### src/design/wls_div.sv
// restoring divider, one quotient bit per cycle, for quotients below 2^(QW)
module wls_div #(
  parameter int NW = 41,
  parameter int DW = 25,
  parameter int QW = 17
) (
  input  logic          clk_i,
  input  logic          rst_ni,
  input  logic          start_i,
  input  logic [NW-1:0] dividend_i,
  input  logic [DW-1:0] divisor_i,
  output logic          done_o,
  output logic [QW-1:0] quotient_o
);

  localparam int CNT_W = $clog2(QW + 1);

  logic [NW-1:0]    rem_q;
  logic [NW-1:0]    den_q;
  logic [QW-1:0]    quo_q;
  logic [CNT_W-1:0] cnt_q;
  logic             busy_q;
  logic             ge;

  assign ge         = (rem_q >= den_q);
  assign done_o     = busy_q && (cnt_q == '0);
  assign quotient_o = quo_q;

  always_ff @(posedge clk_i or negedge rst_ni) begin
    if (!rst_ni) begin
      busy_q <= 1'b0;
      cnt_q  <= '0;
      rem_q  <= '0;
      den_q  <= '0;
      quo_q  <= '0;
    end else if (start_i) begin
      busy_q <= 1'b1;
      cnt_q  <= CNT_W'(QW);
      rem_q  <= dividend_i;
      // divisor aligned to the top quotient bit
      den_q  <= NW'(divisor_i) << (QW - 1);
      quo_q  <= '0;
    end else if (busy_q) begin
      if (cnt_q == '0) begin
        busy_q <= 1'b0;
      end else begin
        if (ge) begin
          rem_q <= rem_q - den_q;
        end
        quo_q <= {quo_q[QW-2:0], ge};
        den_q <= den_q >> 1;
        cnt_q <= cnt_q - CNT_W'(1);
      end
    end
  end

endmodule

### config.mk
export PLATFORM = sky130hd
export DESIGN_NAME = wls_div
export DESIGN_NICKNAME = d
export VERILOG_FILES = /design/src/design/wls_div.sv
export SDC_FILE = /design/constraint.sdc
export NUM_CORES = 1
export LEC_CHECK = 0
export ABC_AREA = 1
export BUFFER_PORTS_ARGS = -buffer_cell sky130_fd_sc_hd__buf_2
export CORE_ASPECT_RATIO = 0.9
export CORE_UTILIZATION = 25
export CTS_CLUSTER_DIAMETER = 80
export DETAILED_ROUTE_END_ITERATION = 10
export HOLD_SLACK_MARGIN = 0.06
export PLACE_DENSITY = 0.44
export SLEW_MARGIN = 20
export SYNTH_ARGS = -nofsm -noshare
export SYNTH_HDL_FRONTEND = slang
export SYNTH_SLANG_ARGS = --single-unit
### constraint.sdc
create_clock -name clk_i -period 3.34 [get_ports clk_i]
set_clock_uncertainty 0.05 [all_clocks]
set_input_delay 0.167 -clock clk_i [delete_from_list [all_inputs] [get_ports clk_i]]
set_output_delay 0.167 -clock clk_i [all_outputs]
set_load 0.02 [all_outputs]
; ---- After elaboration in Yosys (flattened, before gate mapping)
; Cells that the tools add are included.
[word_totals]
regBits = 105
input_bits = 69
out_inout_bits = 18
elab_cells = 31
[classes]
add_sub_neg = 2
n_lt_le_gt_ge = 1
n_eq_ne = 1
muxes = 16
reduce_logical = 6
[op_table]
columns = operator, count
row1 = 41-bit two-way mux, 7
row2 = 17-bit two-way mux, 3
row3 = 41-bit >= comparator, 1
row4 = 41-bit subtractor, 1
row5 = 5-bit two-way mux, 3
row6 = 5-bit logical NOT, 1
row7 = 5-bit by 1-bit subtractor with 5-bit output (second input constant), 1
row8 = 2-bit nonzero test, 2
row9 = 1-bit two-way mux, 3
row10 = 3-bit AND reduction, 1
row11 = 2-bit inequality test (second input constant), 1
row12 = 2-bit AND reduction, 1
row13 = 1-bit logical AND, 1

; ---- Depth between registers and ports, before layout
; Gate-level depths: netlist of run 1.
[logic_depth]
ltp_word = 5
ltp_mapped = 18
depth_no_buf = 17

; ---- Worst setup path after synthesis of run 1
; Ideal clock, no wire load.
[synth_timing]
path_type = reg-to-reg
startpoint = register den_q[26]
endpoint = register rem_q[35]
setup_ps = 117
arrival_ps = 1892
required_ps = 3173
path_slack_ps = 1280
stages_incl_launch_ff = 17
path_buffers = 1
period_less_slack_ps = 2060
cell_sequence = dfrtp_1 inv_1 ha_1 nand2_1 nor2_2 nand2_1 nor2_2 nand3_1 nor2_1 nor2_1 nand2_2 nand2_4 nand2_8 inv_4 buf_6 nand2_1 nand2_1
[synth_via]
elab_chain_cells = 5
word_cells_on_any_way = 8
classes_between = 1 x add/sub / 1 x order compare / 4 x mux / 2 x reduce/logical
[synth_rtl]
columns = item, line_no
row1 = start: declaration, 19  ; logic [NW-1:0] den_q;
row2 = start signal: assignment, 41  ; den_q <= NW'(divisor_i) << (QW - 1);
row3 = start signal: assignment, 51  ; den_q <= den_q >> 1;
row4 = 41-bit subtractor, 48  ; rem_q <= rem_q - den_q;
row5 = 41-bit two-way mux, 47  ; if (ge) begin
row6 = 41-bit two-way mux, 44  ; if (cnt_q == '0) begin
row7 = 41-bit two-way mux, 43  ; end else if (busy_q) begin
row8 = 41-bit two-way mux, 36  ; end else if (start_i) begin
row9 = end signal: assignment, 39  ; rem_q <= dividend_i;
row10 = end signal: assignment, 48
row11 = end: declaration, 18  ; logic [NW-1:0] rem_q;
; Parallel ways exist; a longest one is shown, timed or not. The select of a mux whose other input is x is not followed.
; A chain may end at the register's enable or synchronous reset.

; ---- Worst setup path after layout of run 1
[layout_timing]
startpoint = register rem_q[31]
endpoint = register rem_q[21]
[layout_via]
elab_chain_cells = 3
[layout_rtl]
columns = item, line_no
row1 = 41-bit >= comparator, 25  ; assign ge = (rem_q >= den_q);
row2 = 2-bit nonzero test (no line), n/a
row3 = 3-bit AND reduction (no line), n/a
; No other way between the ends.

==> flow_metrics.env, run 1 <==
export IMPL_reg2reg_slack_ps=340
export IMPL_grt_util_all_layers=0.173
export IMPL_vias=7740
export IMPL_floorplan_core_area_mm2=0.0302
export IMPL_rsz0062_at_grt="no"
export IMPL_syn_to_final_growth_pct=19.8
export IMPL_cts_root_buffer_cell="sky130_fd_sc_hd__clkbuf_16"
export IMPL_drt_vias_per_instance=4.55
export IMPL_worst_endpoint_arrival_ps=3240
export IMPL_tritoncts_num_sinks=105
export IMPL_detailed_router_iteration_count_before_antenna_repair=5
export IMPL_timing_final_crit_share=0.898
export IMPL_utilization=0.308
export IMPL_final_cell_count_no_fill=1700
export IMPL_num_io_pins=87
export IMPL_crit_fanout=37
export IMPL_drc=0
export IMPL_finalHoldWorstSlack_ps=66.6
export IMPL_grt_pass1_vias=7529
export IMPL_timing_critical_path_cells="ha_1, nand2_1, nor2_2, nand2_1, nor2_2, nand3_1, nor2_1, nor2_1, nand2_2, nand2_4, nand2_8, inv_4, nand2_1, nand2_1"
export IMPL_die_height_um=169
export IMPL_worst_setup_path_end_kind="flop"
export IMPL_max_cap_violations=0
export IMPL_vdd_ir_drop_worst_mv=0.363
export IMPL_number_of_instances_in_the_synthesized_netlist=1182
export IMPL_slowest_delay_ps=450
export IMPL_post_synth_top_area_cell="sky130_fd_sc_hd__dfrtp_1"
export IMPL_postSynth_asyncResetShare=1.00
export IMPL_worst_path_buffer_plus_inverter_count=1
export IMPL_synthesis_yosys_warnings=0
export IMPL_antenna_violating_nets_post_route=0
export IMPL_ys_top_cells_by_area="sky130_fd_sc_hd__dfrtp_1 34%, sky130_fd_sc_hd__nand2_1 22%, sky130_fd_sc_hd__inv_1 9.1%, sky130_fd_sc_hd__ha_1 6.9%, sky130_fd_sc_hd__nand3_1 4.5%"
export IMPL_synth_edff_count=0
export IMPL_synth_most_common_cell="sky130_fd_sc_hd__nand2_1"
export IMPL_final_nets=1405
export IMPL_layout_drive_gt1_share=0.111
export IMPL_setup_worst_path_class="reg2reg"
export IMPL_initial_core_util=0.257
export IMPL_cts_root_to_sink_buffers=2
export IMPL_power_density_cell_area_mw_per_mm2=956
export IMPL_grt_max_degree=83
export IMPL_crit_path_frequent_cell="sky130_fd_sc_hd__nand2_1"
export IMPL_placement_io_buffers=86
export IMPL_numCtsBuffers=9
export IMPL_drt_total_wl_um=26800
export IMPL_critPathRequiredTime_ps=3580
export IMPL_post_route_worst_setup_slack_ps=340
export IMPL_placedCellCount=1651
export IMPL_grt_antenna_before_repair=0
export IMPL_detail_route_iter0_violations=486
export IMPL_clock_insertion_delay_worst_skew_ps=370
export IMPL_postSynthAreaPerCell_um2=6.56
export IMPL_slew_violations=0
export IMPL_dieArea_mm2=0.0317
export IMPL_synth_seq_area_share=0.339
export IMPL_clk_transition_reported_paths_ps=80
export IMPL_grt_pass1_wl_um=42400
export IMPL_fillerInstances=3422
export IMPL_clock_tree_htree_level_count=3
export IMPL_rows=60
export IMPL_fmax_ghz=0.333
export IMPL_synth_main_ff_cell="sky130_fd_sc_hd__dfrtp_1"
export IMPL_headroom_to_the_max_slew_limit=0.461
export IMPL_final_antenna_diode_count=0
export IMPL_synthDominantCellAreaShare=0.339
export IMPL_cp_slowest_cell="sky130_fd_sc_hd__dfrtp_1"
export IMPL_dp_slack_ps=446
export IMPL_chipWidth_um=188
export IMPL_tritoncts="built"
export IMPL_place_detailed_hpwl_um=21000
export IMPL_yosys_top_cells_count="463 x sky130_fd_sc_hd__nand2_1, 187 x sky130_fd_sc_hd__inv_1, 105 x sky130_fd_sc_hd__dfrtp_1"
export IMPL_synth_area_mm2=0.00775
export IMPL_synthesis_nets=1295
export IMPL_max_slew_worst_pin_slew_ps=809
export IMPL_avgRoutedWirePerCell_um=15.8
export IMPL_static_leakage_power_nw=4.97
export IMPL_hold_viol_final=0
export IMPL_grt_ovfl_total=0
export IMPL_critical_path_startpoint_type="flop"
export IMPL_fin_crit_ps=3000
export IMPL_netlist_cell_type_count=35
export IMPL_cts_setup_buffers=0
export IMPL_hold_path_class="in2reg"
export IMPL_synth_seq_cells=105
export IMPL_path_delay_family="simple AND/OR/NAND/NOR gates"
export IMPL_finalSetupTns_ps=0
export IMPL_place_gp_congestion=0.922
export IMPL_setup_viol=0
export IMPL_status="finished clean"
==> layer usage <==
metal	global-route usage	vias to the layer above	routed length, um
met5	0	-	0
met4	0.0414	0	413
met3	0.0234	22	1180
met2	0.249	172	10800
met1	0.269	3594	14400
li1	-	3952	-
==> worst paths after layout <==
| path | cells after the start | end | from |
|---|---|---|---|
| setup / recovery | 14 | rem_q[21]$_DFFE_PN0P_ | rem_q[31]$_DFFE_PN0P_ |
| hold / removal | 5 | rem_q[6]$_DFFE_PN0P_ | dividend_i[6] |
| setup reg to reg | 14 | rem_q[21]$_DFFE_PN0P_ | rem_q[31]$_DFFE_PN0P_ |
| hold reg to reg | 2 | rem_q[9]$_DFFE_PN0P_ | rem_q[9]$_DFFE_PN0P_ |
| max in group asynchronous | 3 | quotient_o[4]$_DFFE_PN0P_ | rst_ni |
| min in group asynchronous | 2 | rem_q[39]$_DFFE_PN0P_ | rst_ni |
==> state kept, by name, summed over array words and instances, names as in the netlist <==
name and cells:
rem_q 41, den_q 41, cnt_q 5, busy_q 1, quotient_o 17
==> cell usage in the layout (no fill, tap or decap), types with 2 or more instances in the layout <==
| master | count |
|---|---|
| sky130_fd_sc_hd__o22ai_1 | 31 |
| sky130_fd_sc_hd__nand3_2 | 2 |
| sky130_fd_sc_hd__or2_2 | 10 |
| sky130_fd_sc_hd__nand3b_1 | 7 |
| sky130_fd_sc_hd__a31oi_1 | 7 |
| sky130_fd_sc_hd__nor2_1 | 72 |
| sky130_fd_sc_hd__buf_2 | 85 |
| sky130_fd_sc_hd__inv_8 | 2 |
| sky130_fd_sc_hd__dlygate4sd3_1 | 33 |
| sky130_fd_sc_hd__clkbuf_16 | 9 |
| sky130_fd_sc_hd__xnor2_1 | 11 |
| sky130_fd_sc_hd__inv_1 | 187 |
| sky130_fd_sc_hd__o221ai_1 | 18 |
| sky130_fd_sc_hd__xor2_1 | 4 |
| sky130_fd_sc_hd__buf_4 | 9 |
| sky130_fd_sc_hd__nand4_1 | 3 |
| sky130_fd_sc_hd__o21ai_0 | 37 |
| sky130_fd_sc_hd__nor4_1 | 2 |
| sky130_fd_sc_hd__nor2_2 | 10 |
| sky130_fd_sc_hd__o21a_1 | 3 |
| sky130_fd_sc_hd__nand3_1 | 69 |
| sky130_fd_sc_hd__nand2_1 | 461 |
| sky130_fd_sc_hd__nand2_2 | 7 |
| sky130_fd_sc_hd__ha_1 | 43 |
| sky130_fd_sc_hd__buf_12 | 2 |
| sky130_fd_sc_hd__dfrtp_1 | 105 |
| sky130_fd_sc_hd__a21oi_1 | 42 |
| sky130_fd_sc_hd__o21bai_1 | 7 |
| sky130_fd_sc_hd__a21o_1 | 2 |
| sky130_fd_sc_hd__nor3_1 | 6 |
==> logic make-up (layout without fill, tap and decap cells) <==
family                     count (synthesis)  in the layout  synth area share
DFF                                      105            105             0.339
buffers and inverters                    218            333             0.111
and+or+nand+nor                          652            652             0.346
xor gates and xnor gates                  15             15            0.0169
adders and majority gates                 44             44            0.0720
AOI/OAI and AO/OA                        148            148             0.115
==> per-stage QoR <==
stage               cell area [um2]  power, W
detailed placement             8640   0.00763
floorplan                      7750   0.00602
finish                         9280   0.00887
CTS                            9280   0.00890
global placement               8640   0.00764
global route                   9280   0.00976
==> worst reg2reg max path, cell delays in order (launching register included) <==
cell and delay (ps):
sky130_fd_sc_hd__dfrtp_1 450, sky130_fd_sc_hd__ha_1 430, sky130_fd_sc_hd__nand2_1 220, sky130_fd_sc_hd__nor2_2 70, sky130_fd_sc_hd__nand2_1 170, sky130_fd_sc_hd__nor2_2 80, sky130_fd_sc_hd__nand3_1 140, sky130_fd_sc_hd__nor2_1 70
sky130_fd_sc_hd__nor2_1 220, sky130_fd_sc_hd__nand2_2 100, sky130_fd_sc_hd__nand2_4 150, sky130_fd_sc_hd__nand2_8 210, sky130_fd_sc_hd__inv_4 390, sky130_fd_sc_hd__nand2_1 90, sky130_fd_sc_hd__nand2_1 90
==> layout make-up <==
| type | count | area (um2) | share of cell area |
|---|---|---|---|
| Sequential cell | 105 | 2630 | 0.283 |
| Multi-Input combinational cell | 859 | 4270 | 0.459 |
| Tap cell | 403 | 504 | 0.0543 |
| Timing Repair Buffer | 129 | 863 | 0.0930 |
| Clock inverter | 6 | 85.1 | 0.00917 |
| Inverter | 188 | 708 | 0.0763 |
| Clock buffer | 10 | 229 | 0.0247 |
==> timing repair <==
| action | 4_1_cts | 5_1_grt |
|---|---|---|
| hold endpoints to repair | 87 | 0 |
| hold buffers | 33 | 0 |
| resized for setup | 0 | 0 |
==> where the power goes <==
| part | total [W] | internal (W) | switching, W |
|---|---|---|---|
| logic | 0.00579 | 0.00192 | 0.00387 |
| clock network | 0.00119 | 0.000603 | 0.000585 |
| registers | 0.00189 | 0.00165 | 0.000239 |
| total | 0.00887 | 0.00417 | 0.00470 |
Power figures use the tool's default switching activity.
==> run 2: changes to the inputs <==
--- a/config.mk
+++ b/config.mk
@@ -7,12 +7,14 @@
 export LEC_CHECK = 0
 export ABC_AREA = 1
 export BUFFER_PORTS_ARGS = -buffer_cell sky130_fd_sc_hd__buf_2
+export CELL_PAD_IN_SITES_DETAIL_PLACEMENT = 0
+export CELL_PAD_IN_SITES_GLOBAL_PLACEMENT = 1
 export CORE_ASPECT_RATIO = 0.9
 export CORE_UTILIZATION = 25
-export CTS_CLUSTER_DIAMETER = 80
+export CTS_CLUSTER_DIAMETER = 60
 export DETAILED_ROUTE_END_ITERATION = 10
 export HOLD_SLACK_MARGIN = 0.06
-export PLACE_DENSITY = 0.44
+export PLACE_DENSITY = 0.56
 export SLEW_MARGIN = 20
 export SYNTH_ARGS = -nofsm -noshare
 export SYNTH_HDL_FRONTEND = slang
==> constraint.sdc (replaced) <==
create_clock -name clk_i -period 3.34 [get_ports clk_i]
set_clock_uncertainty 0.05 [all_clocks]
set_input_delay 0.167 -clock clk_i [delete_from_list [all_inputs] [get_ports clk_i]]
set_output_delay 0.167 -clock clk_i [all_outputs]
set_load 0.05 [all_outputs]
==> run 2 against run 1 <==
Clock power is 6% lower; utilization is 0.32 points higher; power grew 0.35%.
==> flow_metrics.env, run 2 (same netlist as run 1, synthesis figures left out) <==
export IMPL_status="finished clean"
export IMPL_path_delay_family="simple AND/OR/NAND/NOR gates"
export IMPL_timing_critical_path_cells="inv_1, ha_1, a21oi_1, nand2_1, nand2_1, nand3_1, nand2_1, nand2_1, nor2_1, nand2_2, nand2_4, nand2_8, inv_4, nand2_1, nand2_1"
export IMPL_place_gp_congestion=0.893
export IMPL_grt_util_all_layers=0.180
export IMPL_clock_tree_htree_level_count=3
export IMPL_fmax_ghz=0.337
export IMPL_final_antenna_diode_count=0
export IMPL_worst_endpoint_arrival_ps=3230
export IMPL_fin_crit_ps=2970
export IMPL_layout_drive_gt1_share=0.112
export IMPL_slew_violations=0
export IMPL_rows=60
export IMPL_cts_root_to_sink_buffers=2
export IMPL_chipWidth_um=188
export IMPL_numCtsBuffers=9
export IMPL_syn_to_final_growth_pct=21.0
export IMPL_timing_final_crit_share=0.888
export IMPL_headroom_to_the_max_slew_limit=0.573
export IMPL_hold_path_class="in2reg"
export IMPL_grt_antenna_before_repair=1
export IMPL_crit_fanout=32
export IMPL_hold_viol_final=0
export IMPL_detail_route_iter0_violations=411
export IMPL_tritoncts_num_sinks=105
export IMPL_critical_path_startpoint_type="flop"
export IMPL_slowest_delay_ps=360
export IMPL_worst_path_buffer_plus_inverter_count=2
export IMPL_static_leakage_power_nw=5.01
export IMPL_seqCellArea_mm2=0.00263
export IMPL_report_power_total_w=0.00890
export IMPL_drt_vias_per_instance=4.50
export IMPL_crit_path_frequent_cell="sky130_fd_sc_hd__nand2_1"
export IMPL_reg2reg_slack_ps=370
export IMPL_power_density_cell_area_mw_per_mm2=949
export IMPL_critPathRequiredTime_ps=3600
export IMPL_vdd_ir_drop_worst_mv=0.373
export IMPL_grt_pass1_vias=7726
export IMPL_setup_viol=0
export IMPL_cts_root_buffer_cell="sky130_fd_sc_hd__clkbuf_16"
export IMPL_num_io_pins=87
export IMPL_antenna_violating_nets_post_route=0
export IMPL_grt_ovfl_total=0
export IMPL_grt_max_degree=66
export IMPL_layout_cells_most_common_list="461 x sky130_fd_sc_hd__nand2_1, 187 x sky130_fd_sc_hd__inv_1, 105 x sky130_fd_sc_hd__dfrtp_1"
export IMPL_cp_slowest_cell="sky130_fd_sc_hd__dfrtp_1"
export IMPL_clock_insertion_delay_worst_skew_ps=380
export IMPL_dieArea_mm2=0.0317
export IMPL_fillerInstances=3424
export IMPL_tritoncts="built"
export IMPL_die_height_um=169
export IMPL_placement_io_buffers=86
export IMPL_detailed_router_iteration_count_before_antenna_repair=5
export IMPL_drc=0
export IMPL_cts_repair_resized=0
export IMPL_place_detailed_hpwl_um=21700
export IMPL_finalSetupTns_ps=0
export IMPL_layout_cells_most_common="sky130_fd_sc_hd__nand2_1"
export IMPL_drt_total_wl_um=27500
export IMPL_final_nets=1417
export IMPL_post_cts_hold_buffer_count=43
export IMPL_initial_core_util=0.257
export IMPL_vias=7703
export IMPL_clk_transition_reported_paths_ps=80
export IMPL_avgRoutedWirePerCell_um=16.1
export IMPL_rsz0062_at_grt="no"
export IMPL_max_slew_worst_pin_slew_ps=640
export IMPL_finalHoldWorstSlack_ps=59.8
export IMPL_grt_pass1_wl_um=43900
export IMPL_floorplan_core_area_mm2=0.0302
export IMPL_cts_setup_buffers=0
export IMPL_worst_setup_path_end_kind="flop"
export IMPL_multi_input_logic_area_mm2=0.00427
export IMPL_max_cap_violations=0
export IMPL_setup_worst_path_class="reg2reg"
## run 2: cell types whose count changed in the layout (fill, tap and decap cells not counted), sizes merged
cell,delta
clkinvlp,+1
clkbuf,-1
buf,+2
dlygate4sd3,+10
inv,+1
bufinv,-1
## run 2: final cells by class
class                      count  share of cell area
clock buffer                   9              0.0240
clock inverter                 7             0.00734
inverter                     188              0.0755
multi-input combinational    859               0.455
sequential                   105               0.280
tap                          403              0.0538
timing repair buffer         141               0.104
## run 2: worst min-delay path, stage by stage
cell                      delay [ps]
sky130_fd_sc_hd__buf_2            70
sky130_fd_sc_hd__nand2_1          40
sky130_fd_sc_hd__o21ai_0          60
sky130_fd_sc_hd__nand2_1          50
sky130_fd_sc_hd__nand2_1          60
## run 2: routing by layer
layer	vias up	share of wire	global-route usage
met1	3540	0.54	0.276
met4	2	0.012	0.0382
met2	175	0.40	0.265
met5	-	0.00047	0
li1	3968	-	-
met3	18	0.040	0.0249
## run 2: worst paths after layout
path                                       startpoint                    end  depth (start not counted)
worst max register to register  den_q[28]$_DFFE_PN0P_  rem_q[24]$_DFFE_PN0P_                         15
max in group asynchronous                      rst_ni   rem_q[3]$_DFFE_PN0P_                          3
worst min-delay path                    dividend_i[4]   rem_q[4]$_DFFE_PN0P_                          5
min in group asynchronous                      rst_ni  rem_q[39]$_DFFE_PN0P_                          2
worst max-delay path            den_q[28]$_DFFE_PN0P_  rem_q[24]$_DFFE_PN0P_                         15
worst min register to register   rem_q[7]$_DFFE_PN0P_   rem_q[7]$_DFFE_PN0P_                          2
## run 2: where the power goes
| group | internal [W] | leakage [nW] | switching (W) | total, W |
|---|---|---|---|---|
| Sequential | 0.00165 | 1.33 | 0.000229 | 0.00188 |
| Clock | 0.000527 | 0.137 | 0.000591 | 0.00112 |
| Combinational | 0.00193 | 3.54 | 0.00397 | 0.00590 |
| Total | 0.00411 | 5.01 | 0.00479 | 0.00890 |
## run 2: stage by stage
stage	area [um2]	std cells	worst slack, ps	util
5_1_grt	9380	1712	149	0.311
3_3_place_gp	8650	1653	352	0.287
2_1_floorplan	7750	1182	1280	-
3_5_place_dp	8650	1653	419	0.287
4_1_cts	9380	1712	400	0.311
6_report	9380	1712	373	0.311
==> run 3: changes to the inputs <==
--- a/config.mk
+++ b/config.mk
@@ -11,10 +11,12 @@
 export CELL_PAD_IN_SITES_GLOBAL_PLACEMENT = 1
 export CORE_ASPECT_RATIO = 0.9
 export CORE_UTILIZATION = 25
-export CTS_CLUSTER_DIAMETER = 60
+export CTS_BUF_LIST = sky130_fd_sc_hd__clkbuf_16
+export CTS_CLUSTER_DIAMETER = 200
 export DETAILED_ROUTE_END_ITERATION = 10
 export HOLD_SLACK_MARGIN = 0.06
 export PLACE_DENSITY = 0.56
+export REMOVE_ABC_BUFFERS = 1
 export SLEW_MARGIN = 20
 export SYNTH_ARGS = -nofsm -noshare
 export SYNTH_HDL_FRONTEND = slang
==> run 3 against run 2 <==
Critical path depth unchanged; setup slack better by 260 ps; power down 1.3%; clock power up 4%; global-route usage down 1.1 points; via count down 3.5%; critical endpoint is now rem_q[16]$_DFFE_PN0P_; routed wire length down 6.6%; die area unchanged; non-clock buffer count up 2; worst hold slack better by 4.9 ps; clock-buffer cell count unchanged; first-iteration DRC count down 15%.
==> flow_metrics.env, run 3 (same netlist as run 1, synthesis figures left out) <==
export IMPL_grt_pass1_vias=7507
export IMPL_fmax_ghz=0.369
export IMPL_setup_worst_path_end="rem_q[16]$_DFFE_PN0P_"
export IMPL_detailed_router_iteration_count_before_antenna_repair=5
export IMPL_rows=60
export IMPL_critical_path_startpoint_type="flop"
export IMPL_die_height_um=169
export IMPL_cp_slowest_cell="sky130_fd_sc_hd__ha_1"
export IMPL_worst_setup_path_end_kind="flop"
export IMPL_cts_repair_resized=0
export IMPL_static_leakage_power_nw=5.03
export IMPL_final_nets=1419
export IMPL_finalSetupTns_ps=0
export IMPL_detail_route_iter0_violations=349
export IMPL_numCtsBuffers=9
export IMPL_tritoncts="built"
export IMPL_grt_pass1_wl_um=41700
export IMPL_finalHoldWorstSlack_ps=64.7
export IMPL_avgRoutedWirePerCell_um=15.0
export IMPL_power_density_cell_area_mw_per_mm2=931
export IMPL_placement_io_buffers=86
export IMPL_hold_path_class="in2reg"
export IMPL_floorplan_core_area_mm2=0.0302
export IMPL_slowest_delay_ps=380
export IMPL_timing_critical_path_cells="inv_1, ha_1, nand2_1, nor2_2, nand2_1, nor2_2, nand3_1, nor2_1, nor2_1, nand2_2, nand2_4, nand2_8, buf_4, nand2_1, nand2_1"
export IMPL_place_detailed_hpwl_um=20200
export IMPL_dieArea_mm2=0.0317
export IMPL_cts_root_to_sink_buffers=2
export IMPL_vias=7432
export IMPL_drt_vias_per_instance=4.34
export IMPL_vdd_ir_drop_worst_mv=0.302
export IMPL_setup_viol=0
export IMPL_max_slew_worst_pin_slew_ps=838
export IMPL_hold_viol_final=0
export IMPL_place_gp_congestion=0.864
export IMPL_max_cap_violations=0
export IMPL_placedCellCount=1653
export IMPL_layout_cells_most_common_list="461 x sky130_fd_sc_hd__nand2_1, 187 x sky130_fd_sc_hd__inv_1, 105 x sky130_fd_sc_hd__dfrtp_1"
export IMPL_fin_crit_ps=2710
export IMPL_syn_to_final_growth_pct=21.7
export IMPL_crit_path_frequent_cell="sky130_fd_sc_hd__nand2_1"
export IMPL_clk_transition_reported_paths_ps=90
export IMPL_grt_ovfl_total=0
export IMPL_worst_reg_to_reg_path_cell_count=15
export IMPL_cts_root_buffer_cell="sky130_fd_sc_hd__clkbuf_16"
export IMPL_clock_insertion_delay_worst_skew_ps=380
export IMPL_rsz0062_at_grt="no"
export IMPL_slew_violations=0
export IMPL_layout_drive_gt1_share=0.112
export IMPL_report_power_total_w=0.00878
export IMPL_grt_antenna_before_repair=0
export IMPL_final_antenna_diode_count=0
export IMPL_worst_endpoint_arrival_ps=2960
export IMPL_crit_reg2reg_launch="den_q[26]$_DFFE_PN0P_"
export IMPL_layout_cells_most_common="sky130_fd_sc_hd__nand2_1"
export IMPL_crit_path_start="den_q[26]$_DFFE_PN0P_"
export IMPL_antenna_violating_nets_post_route=0
export IMPL_headroom_to_the_max_slew_limit=0.441
export IMPL_final_cell_count_no_fill=1714
export IMPL_reg2reg_to="rem_q[16]$_DFFE_PN0P_"
export IMPL_drt_total_wl_um=25700
export IMPL_crit_fanout=20
export IMPL_status="finished clean"
export IMPL_grt_max_degree=83
export IMPL_chipWidth_um=188
export IMPL_initial_core_util=0.257
export IMPL_timing_final_crit_share=0.811
export IMPL_clock_tree_htree_level_count=3
export IMPL_cts_setup_buffers=0
export IMPL_critPathRequiredTime_ps=3600
export IMPL_grt_util_all_layers=0.169
export IMPL_post_cts_hold_buffer_count=45
export IMPL_tritoncts_num_sinks=105
export IMPL_setup_worst_path_class="reg2reg"
export IMPL_drc=0
export IMPL_num_io_pins=87
export IMPL_reg2reg_slack_ps=630
==> run 3: cell count changes in the layout (fill, tap and decap cells not counted), sizes merged <==
cell	delta
dlygate4sd3	+2
clkinvlp	-2
clkinv	+2
==> run 3: routing by layer <==
| metal | global-route usage | routed length [um] | up-vias |
|---|---|---|---|
| li1 | - | - | 3974 |
| met1 | 0.252 | 13900 | 3339 |
| met2 | 0.261 | 10900 | 108 |
| met3 | 0.0211 | 713 | 11 |
| met4 | 0.0304 | 177 | 0 |
| met5 | 0 | 0 | - |
==> run 3: critical path: cells and delay by family (launching register included) <==
kind / cells / cell delay [ps]
adders and majority gates: 1 / 380
buffers and inverters: 2 / 350
DFF: 1 / 350
and+or+nand+nor: 12 / 1490
==> run 3: metrics by stage <==
| step | instance area, um2 | worst slack, ps | utilization |
|---|---|---|---|
| 6_report | 9430 | 632 | 0.312 |
| 5_1_grt | 9430 | 337 | 0.312 |
| 4_1_cts | 9430 | 614 | 0.312 |
| 3_5_place_dp | 8650 | 647 | 0.287 |
| 3_3_place_gp | 8650 | 662 | 0.287 |
| 2_1_floorplan | 7600 | 659 | - |
==> run 3: cell type report <==
type	count	area [um2]
Inverter	188	708
Multi-Input combinational cell	859	4270
Timing Repair Buffer	143	998
Clock buffer	9	225
Fill cell	3458	20700
Sequential cell	105	2630
Tap cell	403	504
Clock inverter	7	101
==> run 3: worst min-delay path by stage <==
| stage | startpoint | endpoint | cells past startpoint |
|---|---|---|---|
| after global routing | dividend_i[32] | rem_q[32]$_DFFE_PN0P_ | 5 |
| final | dividend_i[31] | rem_q[31]$_DFFE_PN0P_ | 5 |
| after floorplan | rst_ni | busy_q$_DFF_PN0_ | 0 |
| after global placement | rst_ni | den_q[16]$_DFFE_PN0P_ | 1 |
| after CTS | dividend_i[29] | rem_q[29]$_DFFE_PN0P_ | 5 |
| after detailed placement | rst_ni | den_q[16]$_DFFE_PN0P_ | 1 |
==> run 3: power by group <==
part,internal [W],total (W),switching (W)
Clock,0.000552,0.00117,0.000618
Combinational,0.00192,0.00576,0.00384
Sequential,0.00165,0.00185,0.000200
